--- config.mk ---
export PLATFORM = sky130hd
export DESIGN_NAME = cesu8_to_utf16_decoder_flat
export DESIGN_NICKNAME = d
export VERILOG_FILES = /design/src/rtl/c8u16_pkg.sv /design/src/rtl/c8u16_if.sv /design/src/rtl/c8u16_decode.sv /design/src/rtl/c8u16_out_buf.sv /design/src/rtl/cesu8_to_utf16_decoder.sv /design/src/flat_wrapper.sv
export SDC_FILE = /design/constraint.sdc
export NUM_CORES = 1
export LEC_CHECK = 0
export BUFFER_PORTS_ARGS = -buffer_cell sky130_fd_sc_hd__buf_4
export CAP_MARGIN = 15
export CORE_UTILIZATION = 50
export DETAILED_ROUTE_END_ITERATION = 10
export MAX_ROUTING_LAYER = met4
export PLACE_DENSITY_LB_ADDON = 0.05
export SYNTH_ARGS = -nofsm -noshare
export SYNTH_HDL_FRONTEND = slang
export SYNTH_SLANG_ARGS = --single-unit
export TNS_END_PERCENT = 1
--- constraint.sdc ---
create_clock -name clk -period 3.35 [get_ports clk]
set_input_delay 0.8375 -clock clk [delete_from_list [all_inputs] [get_ports clk]]
set_output_delay 0.8375 -clock clk [all_outputs]
set_load 0.02 [all_outputs]
--- src/rtl/c8u16_pkg.sv ---
// Package: shared types, status codes and minimum-value table for the decoder.
package c8u16_pkg;

  typedef enum logic [2:0] {
    ST_OK       = 3'd0,
    ST_BAD_LEAD = 3'd1,
    ST_BAD_CONT = 3'd2,
    ST_TRUNC    = 3'd3,
    ST_OVERLONG = 3'd4
  } status_t;

  localparam int unsigned ACC_W = 31;
  localparam int unsigned CNT_W = 3;

  typedef struct packed {
    logic [ACC_W-1:0] acc;
    logic [CNT_W-1:0] pending;
    logic [CNT_W-1:0] seq_len;
    logic             discarding;
  } dec_state_t;

  typedef struct packed {
    logic [15:0] code_unit;
    status_t     status;
    logic        final_res;
  } result_t;

  function automatic logic [31:0] min_value(input logic [CNT_W-1:0] len);
    logic [31:0] v;
    case (len)
      3'd2:    v = 32'h0000_0080;
      3'd3:    v = 32'h0000_0800;
      3'd4:    v = 32'h0001_0000;
      3'd5:    v = 32'h0020_0000;
      3'd6:    v = 32'h0400_0000;
      3'd7:    v = 32'h8000_0000;
      default: v = 32'h0000_0000;
    endcase
    return v;
  endfunction

endpackage

--- src/rtl/c8u16_if.sv ---
// Interfaces: byte input channel and code unit result channel.
interface c8u16_in_if;
  logic       valid;
  logic       ready;
  logic [7:0] data_byte;
  logic       last_byte;

  modport source (output valid, output data_byte, output last_byte, input ready);
  modport sink   (input valid, input data_byte, input last_byte, output ready);
endinterface

interface c8u16_out_if;
  logic        valid;
  logic        ready;
  logic [15:0] code_unit;
  logic [2:0]  status;
  logic        final_res;

  modport source (output valid, output code_unit, output status, output final_res,
                  input ready);
  modport sink   (input valid, input code_unit, input status, input final_res,
                  output ready);
endinterface

--- src/rtl/c8u16_decode.sv ---
// Sequence decoder: state registers and per-byte decode logic.
module c8u16_decode (
  input  logic              clk,
  input  logic              rst_n,
  input  logic              accept,
  input  logic [7:0]        data_byte,
  input  logic              last_byte,
  output logic              res_vld,
  output c8u16_pkg::result_t res
);
  import c8u16_pkg::*;

  dec_state_t       st_r;
  dec_state_t       st_nxt;
  logic             fail_en;
  status_t          fail_code;
  logic [ACC_W-1:0] acc_cont;
  logic [CNT_W-1:0] pend_dec;
  logic [CNT_W-1:0] lead_len;
  logic [ACC_W-1:0] lead_acc;
  logic             lead_bad;

  assign acc_cont = {st_r.acc[ACC_W-7:0], data_byte[5:0]};
  assign pend_dec = st_r.pending - CNT_W'(1);

  always_comb begin
    lead_bad = 1'b0;
    lead_len = 3'd2;
    lead_acc = ACC_W'(data_byte[4:0]);
    if (!data_byte[5]) begin
      lead_len = 3'd2;
      lead_acc = ACC_W'(data_byte[4:0]);
    end else if (!data_byte[4]) begin
      lead_len = 3'd3;
      lead_acc = ACC_W'(data_byte[3:0]);
    end else if (!data_byte[3]) begin
      lead_len = 3'd4;
      lead_acc = ACC_W'(data_byte[2:0]);
    end else if (!data_byte[2]) begin
      lead_len = 3'd5;
      lead_acc = ACC_W'(data_byte[1:0]);
    end else if (!data_byte[1]) begin
      lead_len = 3'd6;
      lead_acc = ACC_W'(data_byte[0]);
    end else begin
      lead_bad = 1'b1;
    end
  end

  always_comb begin
    st_nxt        = st_r;
    res_vld       = 1'b0;
    res.code_unit = '0;
    res.status    = ST_OK;
    res.final_res = last_byte;
    fail_en       = 1'b0;
    fail_code     = ST_OK;
    if (st_r.discarding) begin
      if (last_byte) begin
        st_nxt.discarding = 1'b0;
      end
    end else if (st_r.pending == '0) begin
      if (!data_byte[7]) begin
        res_vld       = 1'b1;
        res.code_unit = {8'h00, data_byte};
      end else if (!data_byte[6] || lead_bad) begin
        fail_en   = 1'b1;
        fail_code = ST_BAD_LEAD;
      end else if (last_byte) begin
        fail_en   = 1'b1;
        fail_code = ST_TRUNC;
      end else begin
        st_nxt.acc     = lead_acc;
        st_nxt.seq_len = lead_len;
        st_nxt.pending = lead_len - CNT_W'(1);
      end
    end else if (data_byte[7:6] != 2'b10) begin
      fail_en   = 1'b1;
      fail_code = ST_BAD_CONT;
    end else if (pend_dec != '0) begin
      if (last_byte) begin
        fail_en   = 1'b1;
        fail_code = ST_TRUNC;
      end else begin
        st_nxt.acc     = acc_cont;
        st_nxt.pending = pend_dec;
      end
    end else if ({1'b0, acc_cont} < min_value(st_r.seq_len)) begin
      fail_en   = 1'b1;
      fail_code = ST_OVERLONG;
    end else begin
      st_nxt.acc     = '0;
      st_nxt.pending = '0;
      st_nxt.seq_len = '0;
      res_vld        = 1'b1;
      res.code_unit  = acc_cont[15:0];
    end

    if (fail_en) begin
      st_nxt            = '0;
      st_nxt.discarding = !last_byte;
      res_vld           = 1'b1;
      res.code_unit     = '0;
      res.status        = fail_code;
      res.final_res     = 1'b1;
    end
  end

  always_ff @(posedge clk) begin
    if (!rst_n) begin
      st_r <= '0;
    end else if (accept) begin
      st_r <= st_nxt;
    end
  end

endmodule

--- src/rtl/c8u16_out_buf.sv ---
// Result buffer: output register with one skid entry.
module c8u16_out_buf (
  input  logic               clk,
  input  logic               rst_n,
  input  logic               push,
  input  c8u16_pkg::result_t push_res,
  output logic               space_ok,
  output logic               out_valid,
  input  logic               out_ready,
  output c8u16_pkg::result_t out_res
);
  import c8u16_pkg::*;

  logic    main_vld_r;
  logic    skid_vld_r;
  result_t main_r;
  result_t skid_r;
  logic    pop;

  assign pop       = main_vld_r && out_ready;
  assign space_ok  = !skid_vld_r;
  assign out_valid = main_vld_r;
  assign out_res   = main_r;

  always_ff @(posedge clk) begin
    if (!rst_n) begin
      main_vld_r <= 1'b0;
      skid_vld_r <= 1'b0;
    end else if (skid_vld_r) begin
      if (pop) begin
        skid_vld_r <= 1'b0;
      end
    end else if (push) begin
      if (main_vld_r && !pop) begin
        skid_vld_r <= 1'b1;
      end else begin
        main_vld_r <= 1'b1;
      end
    end else if (pop) begin
      main_vld_r <= 1'b0;
    end
  end

  always_ff @(posedge clk) begin
    if (skid_vld_r) begin
      if (pop) begin
        main_r <= skid_r;
      end
    end else if (push) begin
      if (main_vld_r && !pop) begin
        skid_r <= push_res;
      end else begin
        main_r <= push_res;
      end
    end
  end

endmodule

--- src/rtl/cesu8_to_utf16_decoder.sv ---
// Top level: byte-stream decoder to 16-bit code units with error status.
//
// in_ch carries one byte per transfer with last_byte marking a string's end.
// out_ch carries code_unit, status and final_res; at most one result per byte.
// Bytes inside a multi-byte sequence and bytes dropped after an error
// produce no result.
// One byte is taken every cycle while in_ch.ready is high; the decode is a single pass of logic
// between the sequence state registers and the result register.
// A result is registered when the byte that completes its sequence (or exposes
// its error) is transferred.
// When out_ch stalls, one further result is held in a skid entry; in_ch.ready
// then drops until the skid entry drains. Bytes that give no result are
// still gated by in_ch.ready while the skid entry is full.
// Synchronous active-low reset clears the decode state and empties the
// result buffer; the first byte after reset starts a new string.
module cesu8_to_utf16_decoder (
  input  logic           clk,
  input  logic           rst_n,
  c8u16_in_if.sink       in_ch,
  c8u16_out_if.source    out_ch
);
  import c8u16_pkg::*;

  logic    accept;
  logic    res_vld;
  result_t res;
  result_t out_res;

  assign accept = in_ch.valid && in_ch.ready;

  c8u16_decode u_decode (
    .clk       (clk),
    .rst_n     (rst_n),
    .accept    (accept),
    .data_byte (in_ch.data_byte),
    .last_byte (in_ch.last_byte),
    .res_vld   (res_vld),
    .res       (res)
  );

  c8u16_out_buf u_out_buf (
    .clk       (clk),
    .rst_n     (rst_n),
    .push      (accept && res_vld),
    .push_res  (res),
    .space_ok  (in_ch.ready),
    .out_valid (out_ch.valid),
    .out_ready (out_ch.ready),
    .out_res   (out_res)
  );

  assign out_ch.code_unit = out_res.code_unit;
  assign out_ch.status    = out_res.status;
  assign out_ch.final_res = out_res.final_res;

endmodule
--- src/flat_wrapper.sv ---
// flat-port wrapper written by rule: the top's interface ports become plain ports
module cesu8_to_utf16_decoder_flat import c8u16_pkg::*;
  (clk, rst_n, in_ch_valid, in_ch_data_byte, in_ch_last_byte, in_ch_ready, out_ch_valid, out_ch_code_unit, out_ch_status, out_ch_final_res, out_ch_ready);
  c8u16_in_if in_ch_i ();
  c8u16_out_if out_ch_i ();
  input  logic clk;
  input  logic rst_n;
  input wire logic [$bits(in_ch_i.valid)-1:0] in_ch_valid;
  input wire logic [$bits(in_ch_i.data_byte)-1:0] in_ch_data_byte;
  input wire logic [$bits(in_ch_i.last_byte)-1:0] in_ch_last_byte;
  output wire logic [$bits(in_ch_i.ready)-1:0] in_ch_ready;
  output wire logic [$bits(out_ch_i.valid)-1:0] out_ch_valid;
  output wire logic [$bits(out_ch_i.code_unit)-1:0] out_ch_code_unit;
  output wire logic [$bits(out_ch_i.status)-1:0] out_ch_status;
  output wire logic [$bits(out_ch_i.final_res)-1:0] out_ch_final_res;
  input wire logic [$bits(out_ch_i.ready)-1:0] out_ch_ready;
  assign in_ch_i.valid = in_ch_valid;
  assign in_ch_i.data_byte = in_ch_data_byte;
  assign in_ch_i.last_byte = in_ch_last_byte;
  assign in_ch_ready = in_ch_i.ready;
  assign out_ch_valid = out_ch_i.valid;
  assign out_ch_code_unit = out_ch_i.code_unit;
  assign out_ch_status = out_ch_i.status;
  assign out_ch_final_res = out_ch_i.final_res;
  assign out_ch_i.ready = out_ch_ready;
  cesu8_to_utf16_decoder u_core (.clk(clk), .rst_n(rst_n), .in_ch(in_ch_i), .out_ch(out_ch_i));
endmodule
# After elaboration in Yosys (flattened, before gate mapping)
# Index checks and enable logic that the tools add are counted.
[word_totals]
out_inout_bits = 22
wordCells = 127
input_bits = 13
register_bits = 74
[op_classes]
n_mux = 74
n_eq_ne = 19
order_cmp = 1
n_addsub = 2
reduce_logical = 18
bitwise_logic = 1
[ops]
columns = ["op", "count"]
rows = [
  ["31-bit 2-to-1 mux", 7],
  ["32-bit one-hot mux with 6 select lines", 1],
  ["32-bit 2-to-1 mux", 5],
  ["20-bit 2-to-1 mux", 5],
  ["16-bit 2-to-1 mux", 5],
  ["28-bit 2-to-1 mux", 2],
  ["3-bit 2-to-1 mux", 11],
  ["31-bit by 32-bit < comparator with 1-bit output", 1],
  ["1-bit 2-to-1 mux", 29],
  ["5-bit 2-to-1 mux", 5],
  ["3-bit != test, second input constant", 7],
  ["8-bit AND reduction", 2],
  ["3-bit == test, second input constant", 4],
  ["3-bit AND reduction", 3],
  ["7-bit 2-to-1 mux", 1],
  ["3-bit by 2-bit == test with 1-bit output, second input constant", 2],
  ["2-bit 2-to-1 mux", 3],
  ["2-bit != test, second input constant", 3],
  ["3-bit by 1-bit subtractor with 3-bit output, second input constant", 2],
  ["1-bit logical AND", 4],
  ["1-bit zero test", 4],
  ["2-bit by 1-bit != test with 1-bit output, second input constant", 2],
  ["4-bit != test, second input constant", 1],
  ["2-bit nonzero test", 2],
  ["4 further kinds", 4],
]

# Logic depth before layout (Yosys ltp)
# Gate-level depths: netlist of run 1.
[logic_depth]
ltp_word = 16
mapped_depth = 10
ltp_nobuf = 8

# Cells and area by module
# Synthesis of run 1 repeated with hierarchy kept, for this count alone.
[unflattened]
hier_cells = 312
hier_area_um2 = 3723.6
[modules_own_cells]
columns = ["module", "area_per_inst_um2", "cells_each", "instances", "seq_area_each_um2"]
rows = [
  ["c8u16_decode", 2057.0, 233, 1, 640.6],
  ["c8u16_out_buf", 1654.1, 77, 1, 1241.2],
  ["cesu8_to_utf16_decoder", 12.5, 2, 1, 0.0],
]

# Least setup slack after synthesis of run 1
# OpenSTA, ideal clock, no wires.
[synth_path]
kind = "input to register"
startpoint = "input in_ch_data_byte[2]"
endpoint = "register u_core.u_out_buf.main_r, in the netlist u_core.u_out_buf.out_res[0], enable pin"
path_slack_ns = 0.391
stages = 5
arrival_time_ns = 2.555
cell_sequence = "nand3_1 > o2111a_1 > o211ai_1 > nand2_1 > a21oi_1"
[synth_via]
elab_chain_cells = 13
elab_cells_between_ends = 22
cone_classes = "1 x order compare; 17 x mux; 4 x reduce/logical"
[synth_lines]
columns = ["element", "line_no", "rtl"]
rows = [
  ["from (decl)", "flat_wrapper.sv:9", "input wire logic [$bits(in_ch_i.data_byte)-1:0] in_ch_data_byte;"],
  ["branches (longest 9 deep; another with 31-bit by 32-bit < comparator with 1-bit output)", "n/a", ""],
  ["1-bit 2-to-1 mux *", "c8u16_decode.sv:99", "if (fail_en) begin"],
  ["1-bit logical AND *", "cesu8_to_utf16_decoder.sv:44", ".push (accept && res_vld),"],
  ["2-bit nonzero test (no source line) *", "n/a", ""],
  ["3-bit AND reduction (no source line) *", "n/a", ""],
  ["to (signal assigned)", "c8u16_out_buf.sv:47", "main_r <= skid_r;"],
  ["to (signal assigned)", "c8u16_out_buf.sv:53", "main_r <= push_res;"],
  ["to (decl)", "c8u16_out_buf.sv:16", "result_t main_r;"],
]
# Every way passes the cells marked *.
# A chain may end at the register's enable or synchronous reset.

# Worst setup path in the final report of run 1
[layout_path]
startpoint = "register u_core.u_decode.st_r[3] in the netlist's numbering"
endpoint = "register u_core.u_out_buf.main_r, in the netlist u_core.u_out_buf.out_res[6], data pin"
[layout_via]
elab_chain_cells = 16
elab_cells_between_ends = 26
cone_classes = "1 x order compare; 6 x eq/ne; 19 x mux"
[layout_lines]
columns = ["element", "line_no", "rtl"]
rows = [
  ["from (decl)", "c8u16_decode.sv:13", "dec_state_t st_r;"],
  ["from (signal assigned)", "c8u16_decode.sv:113", "st_r <= st_nxt;"],
  ["3-bit == test or 3-bit by 2-bit == test with 1-bit output (tied branches)", "c8u16_pkg.sv:30", "case (len)"],
  ["32-bit one-hot mux with 6 select lines *", "c8u16_pkg.sv:30", ""],
  ["32-bit 2-to-1 mux *", "c8u16_decode.sv:80", "end else if (pend_dec != '0) begin"],
  ["32-bit 2-to-1 mux *", "c8u16_decode.sv:77", "end else if (data_byte[7:6] != 2'b10) begin"],
  ["32-bit 2-to-1 mux *", "c8u16_decode.sv:62", "end else if (st_r.pending == '0) begin"],
  ["32-bit 2-to-1 mux *", "c8u16_decode.sv:58", "if (st_r.discarding) begin"],
  ["31-bit by 32-bit < comparator with 1-bit output *", "c8u16_decode.sv:88", "end else if ({1'b0, acc_cont} < min_value(st_r.seq_len)) begin"],
  ["16-bit 2-to-1 mux or 1-bit 2-to-1 mux (tied branches)", "c8u16_decode.sv:88", ""],
  ["16-bit 2-to-1 mux or 1-bit 2-to-1 mux (tied branches)", "c8u16_decode.sv:80", ""],
  ["16-bit 2-to-1 mux or 1-bit 2-to-1 mux (tied branches)", "c8u16_decode.sv:77", ""],
  ["16-bit 2-to-1 mux or 1-bit 2-to-1 mux (tied branches)", "c8u16_decode.sv:62", ""],
  ["16-bit 2-to-1 mux or 1-bit 2-to-1 mux (tied branches)", "c8u16_decode.sv:58", ""],
  ["20-bit 2-to-1 mux *", "c8u16_decode.sv:99", ""],
  ["20-bit 2-to-1 mux *", "c8u16_out_buf.sv:50", "if (main_vld_r && !pop) begin"],
  ["20-bit 2-to-1 mux *", "c8u16_out_buf.sv:49", "end else if (push) begin"],
  ["20-bit 2-to-1 mux *", "c8u16_out_buf.sv:45", "if (skid_vld_r) begin"],
]
# Mark *: on every way between the ends. The rest lies on a longest branch, timed or not. The select of a mux whose other input is x is not followed.

==> summary.txt, run 1 <==
Layout
  • Design Area, Final: 4070 sq um
  • FILL cells: 577
  • Nets@finish: 379
  • Share of cells above drive strength 1: 0.237
  • Area growth, synth to finish: 16.0%
  • Sequential cell area: 1880 sq um
  • Multi-input gate area: 1500 sq um
  • Antenna Cells: 0

Drt
  • Antenna-violating nets left: 0
  • Vias/cell: 5.52
  • DRC: 0
  • Drt first pass iters: 5
  • DR vias: 2532
  • Final wirelength: 7230 microns
  • Per-cell routed wire length: 15.8 microns
  • Starting DRT DRC Count: 208

Logic synthesis
  • Post-Syn Nets: 343
  • Fraction of the mapped netlist area in simple logic gates: 0.189
  • Netlist cell types: 56
  • Largest family of logic cells by synthesized area: simple AND/OR/NAND/NOR gates
  • Synth Area in XOR/XNOR: 0.00250
  • Post-synth EDFFs: 40
  • Mean post-synth cell area: 10.9 sq um
  • Ys Warns: 0
  • Seq/Total Area, Yosys: 0.537
  • Netlist Area Pre-Place: 3510 sq um
  • Number of synthesized register bits: 74
  • Complex-gate fraction of the synthesized area: 0.166
  • Dominant synthesized flop cell: edfxtp_1
  • Asr flop ratio synth: 0
  • Post-synthesis mux area share: 0.0414
  • Cells after Synth: 322
  • Synth Area in Adders: 0.0286

Global route
  • GR Layer Usage met2: 0.327
  • GRT Overall Usage: 0.219
  • First-pass GRT wire length: 11900 microns
  • Largest net degree at the start of global routing: 35
  • Met3 usage: 0.0356
  • Antenna violations before repair: 0
  • Met1 usage in global routing: 0.298
  • Vias in the first global route: 2337
  • Global route hottest layer: met2
  • Total gr overflow: 0

Power
  • Cell Pwr Density: 518 nW/um^2
  • Pleak: 1.55 nW
  • Final Power: 0.00211 W
  • Worst vdd ir: 0.251 mV

Die
  • Die Span X: 85.7 microns
  • Die ar.: 7350 sq um
  • Area of the core: 6790 sq um
  • Starting Density: 0.516
  • Io pins: 35
  • Standard-cell rows: 30
  • Die height: 85.7 microns

Clock tree
  • Cts hold-fix bufs: 0
  • CTS clk-pin slew, worst paths: 0.07 ns
  • Clk_lat worst skew: 0.35 ns
  • Clk sinks: 74
  • # resized after CTS: 0
  • CTS Buf Count: 9
  • CTS Buffer Depth: 2
  • H-tree depth: 3
  • CTS root buffer: clkbuf_8
  • CTS tree: built
  • Post-CTS Setup Repair Bufs: 0

STA
  • Unrepaired setup endpoints after global routing: no
  • Final setup skew: 0.0153 ns
  • Final setup fails: 0
  • Hold Fails Final Rpt: 0
  • Fmax: 351 MHz
  • Slew headroom: 0.582
  • Fin crit share: 0.851
  • Final worst slack: 0.499 ns
  • Period minus WS final: 2.85 ns
  • Slew Viols, Final: 0
  • Setup tns final: 0 ns
  • Slew @ Worst Pin: 0.625 ns

Setup path
  • Critical Path RT: 3.51 ns
  • Worst path cell trace: or3b_2 > ha_1 > nand4_1 > a211o_2 > a211oi_4 > o21ai_0 > o21ai_0
  • Critical path class: flop to flop
  • CP Max Fanout: 16
  • Crit path top cell by count: o21ai_0
  • Endpoint type of the worst setup path: flop
  • Setup crit start kind: flop
  • Crit path DAT: 3.01 ns
  • CP max stage cell: a211oi_4
  • Slowest stage delay, CP: 0.59 ns

Place
  • Placed Area: 3860 sq um
  • Port Buffer Count: 34
  • DP HPWL: 4950 microns
  • Pre-CTS setup slack: 0.536 ns
  • GPL Wtd Cong: 0.850

Job
  • Max-cap violations: 0

Outcome
  • Outcome: finished, final reports clean

Hold path
  • HP Class: flop to flop
per-stage QoR:
step                hold WS [ns]  std cells  utilization
global route               0.524        459        0.598
global placement           0.461        443        0.569
finish                     0.469        459        0.598
floorplan                  0.441        322            -
detailed placement         0.466        443        0.569
CTS                        0.478        459        0.598
cells in the final DEF, fill, tap and decap left out, types with 3 or more instances in the layout:
master and count:
nand4_1 3, buf_4 41, nor3_1 3, mux2_2 8, nor2_1 14, nand3b_1 3, o211ai_1 4, and2_2 6
a32o_1 3, a31oi_1 3, dfxtp_1 34, and2_1 3, and2_4 3, and3_1 5, nand3_1 8, mux2_4 3
a21boi_0 4, o21ai_0 19, edfxtp_1 40, nor2b_1 28, nand2_1 23, nand2b_1 5, a22oi_1 20, nor4_1 3
ha_1 8, clkbuf_8 10, a21oi_1 6, inv_1 14
synth_stat cells, types with 2 or more instances:
| master | n | area [sq um] |
|---|---|---|
| a21boi_0 | 4 | 30.0 |
| a21oi_1 | 7 | 35.0 |
| a22oi_1 | 20 | 150 |
| a2bb2oi_1 | 2 | 17.5 |
| a31oi_1 | 3 | 18.8 |
| a32o_1 | 3 | 30.0 |
| a32oi_1 | 2 | 17.5 |
| and2_1 | 3 | 18.8 |
| and2_2 | 6 | 45.0 |
| and2_4 | 3 | 26.3 |
| and3_1 | 5 | 31.3 |
| buf_2 | 6 | 30.0 |
| clkbuf_1 | 8 | 30.0 |
| dfxtp_1 | 34 | 681 |
| edfxtp_1 | 40 | 1200 |
| ha_1 | 8 | 100 |
| inv_1 | 14 | 52.6 |
| mux2_2 | 8 | 90.1 |
| mux2_4 | 3 | 45.0 |
| nand2_1 | 23 | 86.3 |
| nand2b_1 | 5 | 31.3 |
| nand3_1 | 8 | 40.0 |
| nand3b_1 | 3 | 22.5 |
| nand4_1 | 3 | 18.8 |
| nor2_1 | 14 | 52.6 |
| nor2b_1 | 28 | 175 |
| nor3_1 | 3 | 15.0 |
| nor3b_1 | 2 | 15.0 |
| nor4_1 | 3 | 18.8 |
| o211ai_1 | 4 | 30.0 |
| o21a_1 | 2 | 15.0 |
| o21ai_0 | 19 | 95.1 |
| o31ai_1 | 2 | 15.0 |
| or4_1 | 2 | 15.0 |
state kept, by name (all words and copies together) (netlist names):
name	flops
u_core.u_decode.acc_cont	25
u_core.u_decode.st_r	7
u_core.u_out_buf.out_res	20
u_core.u_out_buf.out_valid	1
u_core.u_out_buf.skid_r	20
u_core.u_out_buf.skid_vld_r	1
power breakdown:
part | leakage [nW] | internal (W) | switching (W)
sequential | 0.656 | 0.00102 | 0.0000271
clock | 0.103 | 0.000366 | 0.000339
combinational | 0.787 | 0.000138 | 0.000216
per-layer routing:
metal	part of all wire	wire [microns]
met5	0	0
met4	0.014	102
met3	0.032	231
met2	0.45	3250
met1	0.50	3650
worst max-delay path: cells and delay by family, from the launching register on:
kind	cells	cell delay [ns]
compound gates	4	1.42
flops	1	0.41
fa+ha+maj	1	0.29
simple gates	2	0.54
cell families (layout without fill, tap and decap cells):
group,after synthesis,count (layout)
flops,74,74
fa+ha+maj,8,8
xor+xnor,1,1
compound gates,80,80
mux,12,12
simple gates,117,117
buf+inv,30,71
area by class of cell:
class,instances,area share
Clock buffer,10,0.0339
Clock inverter,6,0.0160
Inverter,14,0.0129
Multi-Input combinational cell,218,0.369
Sequential cell,74,0.463
Tap cell,96,0.0295
Timing Repair Buffer,41,0.0757
worst paths after layout:
| kind | startpoint | end | slack (ns) | cells after the start |
|---|---|---|---|---|
| setup reg to reg | u_core.u_decode.st_r[3]$_SDFFE_PN0P_ | u_core.u_out_buf.out_res[6]$_DFFE_PP_ | 0.50 | 7 |
| hold / removal | u_core.u_decode.st_r[5]$_SDFFE_PN0P_ | u_core.u_decode.st_r[5]$_SDFFE_PN0P_ | 0.47 | 2 |
| setup / recovery | u_core.u_decode.st_r[3]$_SDFFE_PN0P_ | u_core.u_out_buf.out_res[6]$_DFFE_PP_ | 0.50 | 7 |
| hold reg to reg | u_core.u_decode.st_r[5]$_SDFFE_PN0P_ | u_core.u_decode.st_r[5]$_SDFFE_PN0P_ | 0.47 | 2 |
Note: power is estimated with default switching activity, not from simulation.
==> run 2: changes to the inputs <==
==> constraint.sdc (replaced) <==
create_clock -name clk -period 3.35 [get_ports clk]
set_input_delay 0.67 -clock clk [delete_from_list [all_inputs] [get_ports clk]]
set_output_delay 0.67 -clock clk [all_outputs]
set_load 0.02 [all_outputs]
==> summary.txt, run 2 (synthesis results as in run 1) <==
Outcome
  • Outcome: finished, final reports clean

Layout
  • Area growth, synth to finish: 16.1%
  • Nets@finish: 380 (+0.26%)
  • Design Area, Final: 4070 sq um (+0.15%)
  • FILL cells: 575 (-0.35%)
  • Share of cells above drive strength 1: 0.239 (+0.00210)
  • Max reg flops: 25 (unchanged)
  • Most common cell after layout, fill and taps aside: buf_4
  • Antenna Cells: 0 (unchanged)
  • Non-Filler Instances: 460 (+0.22%)
  • Commonest non-fill, non-tap cells in the layout: buf_4 (42), edfxtp_1 (40), dfxtp_1 (34)

Setup path
  • Setup crit start kind: flop
  • CP Max Fanout: 16 (unchanged)
  • Reg2reg start: u_core.u_decode.st_r[3]$_SDFFE_PN0P_
  • Crit path DAT: 3.02 ns (about the same)
  • R2R depth: 7 (unchanged)
  • Reg2Reg Setup Slack: 0.52 ns (+0.02 ns)
  • Critical path class: flop to flop
  • RR Endpoint: u_core.u_out_buf.out_res[5]$_DFFE_PP_
  • Endpoint type of the worst setup path: flop
  • Critical Path RT: 3.54 ns (+0.03 ns)

Clock tree
  • CTS clk-pin slew, worst paths: 0.09 ns (+0.02 ns)
  • # resized after CTS: 0 (unchanged)
  • CTS root buffer: clkbuf_8
  • Clk_lat worst skew: 0.36 ns (about the same)
  • Clk sinks: 74 (unchanged)
  • Post-CTS Setup Repair Bufs: 0 (unchanged)
  • Cts hold-fix bufs: 0 (unchanged)
  • H-tree depth: 3 (unchanged)
  • CTS Buf Count: 9 (unchanged)
  • CTS tree: built
  • CTS Buffer Depth: 2 (unchanged)

Die
  • Die ar.: 7350 sq um (unchanged)
  • Die Span X: 85.7 microns (unchanged)
  • Io pins: 35 (unchanged)
  • Area of the core: 6790 sq um (unchanged)
  • Die height: 85.7 microns (unchanged)
  • Standard-cell rows: 30 (unchanged)
  • Starting Density: 0.516 (unchanged)

Power
  • Pleak: 1.54 nW (about the same)
  • Combinational Power Share: 0.170 (+0.002)
  • Worst vdd ir: 0.228 mV (-8.9%)
  • Reg power frac: 0.500 (+0.002)
  • Switch Pwr: 0.000610 W (+4.7%)
  • Clk pwr share: 0.330 (-0.004)
  • Cell Pwr Density: 515 nW/um^2 (-0.66%)
  • Cell Int Power: 0.00149 W (-2.5%)
  • Switching share of power: 0.291 (+0.0144)

STA
  • Unrepaired setup endpoints after global routing: no
  • Final setup fails: 0 (unchanged)
  • Hold Fails Final Rpt: 0 (unchanged)
  • Final setup skew: 0.0171 ns (+0.00190 ns)
  • Fmax: 353 MHz (+0.68%)
  • Slew Viols, Final: 0 (unchanged)
  • Setup tns final: 0 ns (unchanged)
  • Slew @ Worst Pin: 0.728 ns (+0.104 ns)
  • Slew headroom: 0.514 (-0.0679)
  • Fin crit share: 0.845 (-0.00579)
  • Period minus WS final: 2.83 ns (-0.0194 ns)

Drt
  • Drt first pass iters: 5 (unchanged)
  • Starting DRT DRC Count: 157 (-25%)
  • DR vias: 2532 (unchanged)
  • Per-cell routed wire length: 15.6 microns (-0.89%)
  • Vias/cell: 5.50 (-0.22%)
  • DRC: 0 (unchanged)
  • Final wirelength: 7180 microns (-0.68%)
  • Antenna-violating nets left: 0 (unchanged)

Global route
  • Largest net degree at the start of global routing: 35 (unchanged)
  • First-pass GRT wire length: 11800 microns (-0.58%)
  • Vias in the first global route: 2379 (+1.8%)
  • Antenna violations before repair: 0 (unchanged)
  • Total gr overflow: 0 (unchanged)
  • GRT Overall Usage: 0.215 (-0.00398)

Hold path
  • Worst Hold End: u_core.u_decode.st_r[5]$_SDFFE_PN0P_
  • HP Class: flop to flop
  • Hold Path Depth: 2 (unchanged)
  • Hold_sp: u_core.u_decode.st_r[5]$_SDFFE_PN0P_

Place
  • DP HPWL: 5010 microns (+1.3%)
  • Placed Area: 3870 sq um (+0.19%)
  • Port Buffer Count: 34 (unchanged)
  • Dpl cells: 444 (+0.23%)
  • GPL Wtd Cong: 0.850 (about the same)

Job
  • Max-cap violations: 0 (unchanged)
## run 2: cell types whose count changed in the layout (fill, tap and decap cells not counted), sizes merged
cell / change
bufinv: -1
clkinvlp: +1
buf: +1
clkinv: -3
inv: +3
## run 2: cell type report
class / count / area, sq um / share of cell area
clock buffers: 10 / 149 / 0.0366
clock inverters: 6 / 52.6 / 0.0129
inverters: 14 / 52.6 / 0.0129
multi-input cells: 218 / 1500 / 0.368
flip-flops and latches: 74 / 1880 / 0.462
well taps: 96 / 120 / 0.0295
repair buffers: 42 / 315 / 0.0774
## run 2: power groups by stage
stage                     combinational [W]  sequential [W]  clock [W]
after global placement             0.000352         0.00107          0
after CTS                          0.000356         0.00105   0.000706
after global routing               0.000388         0.00105   0.000745
final                              0.000356         0.00105   0.000693
after detailed placement           0.000355         0.00107          0
after floorplan                    0.000189         0.00111          0
## run 2: metal layers
metal,wire length [microns],part of all wire,GRT usage
met5,0,0,-
met4,46,0.0064,0.0561
met3,334,0.047,0.0500
met2,3320,0.46,0.329
met1,3480,0.48,0.290
## run 2: worst max-delay path by stage
| stage | from | endpoint | depth (start not counted) |
|---|---|---|---|
| final | u_core.u_decode.st_r[3]$_SDFFE_PN0P_ | u_core.u_out_buf.out_res[5]$_DFFE_PP_ | 7 |
| after CTS | u_core.u_decode.st_r[3]$_SDFFE_PN0P_ | u_core.u_out_buf.out_res[5]$_DFFE_PP_ | 7 |
| after detailed placement | u_core.u_decode.st_r[3]$_SDFFE_PN0P_ | u_core.u_out_buf.out_res[5]$_DFFE_PP_ | 7 |
| after global placement | u_core.u_decode.st_r[3]$_SDFFE_PN0P_ | u_core.u_out_buf.out_res[5]$_DFFE_PP_ | 7 |
| after global routing | u_core.u_decode.st_r[3]$_SDFFE_PN0P_ | u_core.u_out_buf.out_res[5]$_DFFE_PP_ | 7 |
| after floorplan | u_core.u_decode.st_r[4]$_SDFFE_PN0P_ | u_core.u_out_buf.out_res[0]$_DFFE_PP_ | 8 |
## run 2: stage by stage
| stage | hold slack [ns] | total power [W] | utilization | worst slack, ns |
|---|---|---|---|---|
| after floorplan | 0.441 | 0.00129 | - | 0.474 |
| after global routing | 0.517 | 0.00219 | 0.599 | 0.330 |
| after global placement | 0.453 | 0.00142 | 0.570 | 0.598 |
| after CTS | 0.478 | 0.00211 | 0.599 | 0.499 |
| after detailed placement | 0.465 | 0.00142 | 0.570 | 0.526 |
| final | 0.470 | 0.00210 | 0.599 | 0.519 |
## run 2: critical path, cell delays in order (launching register included)
cell and delay (ns):
dfxtp_1 0.41, or3b_2 0.47, ha_1 0.29, nand4_1 0.08, a211o_2 0.36, a211oi_4 0.59
o21ai_0 0.27, o21ai_0 0.21
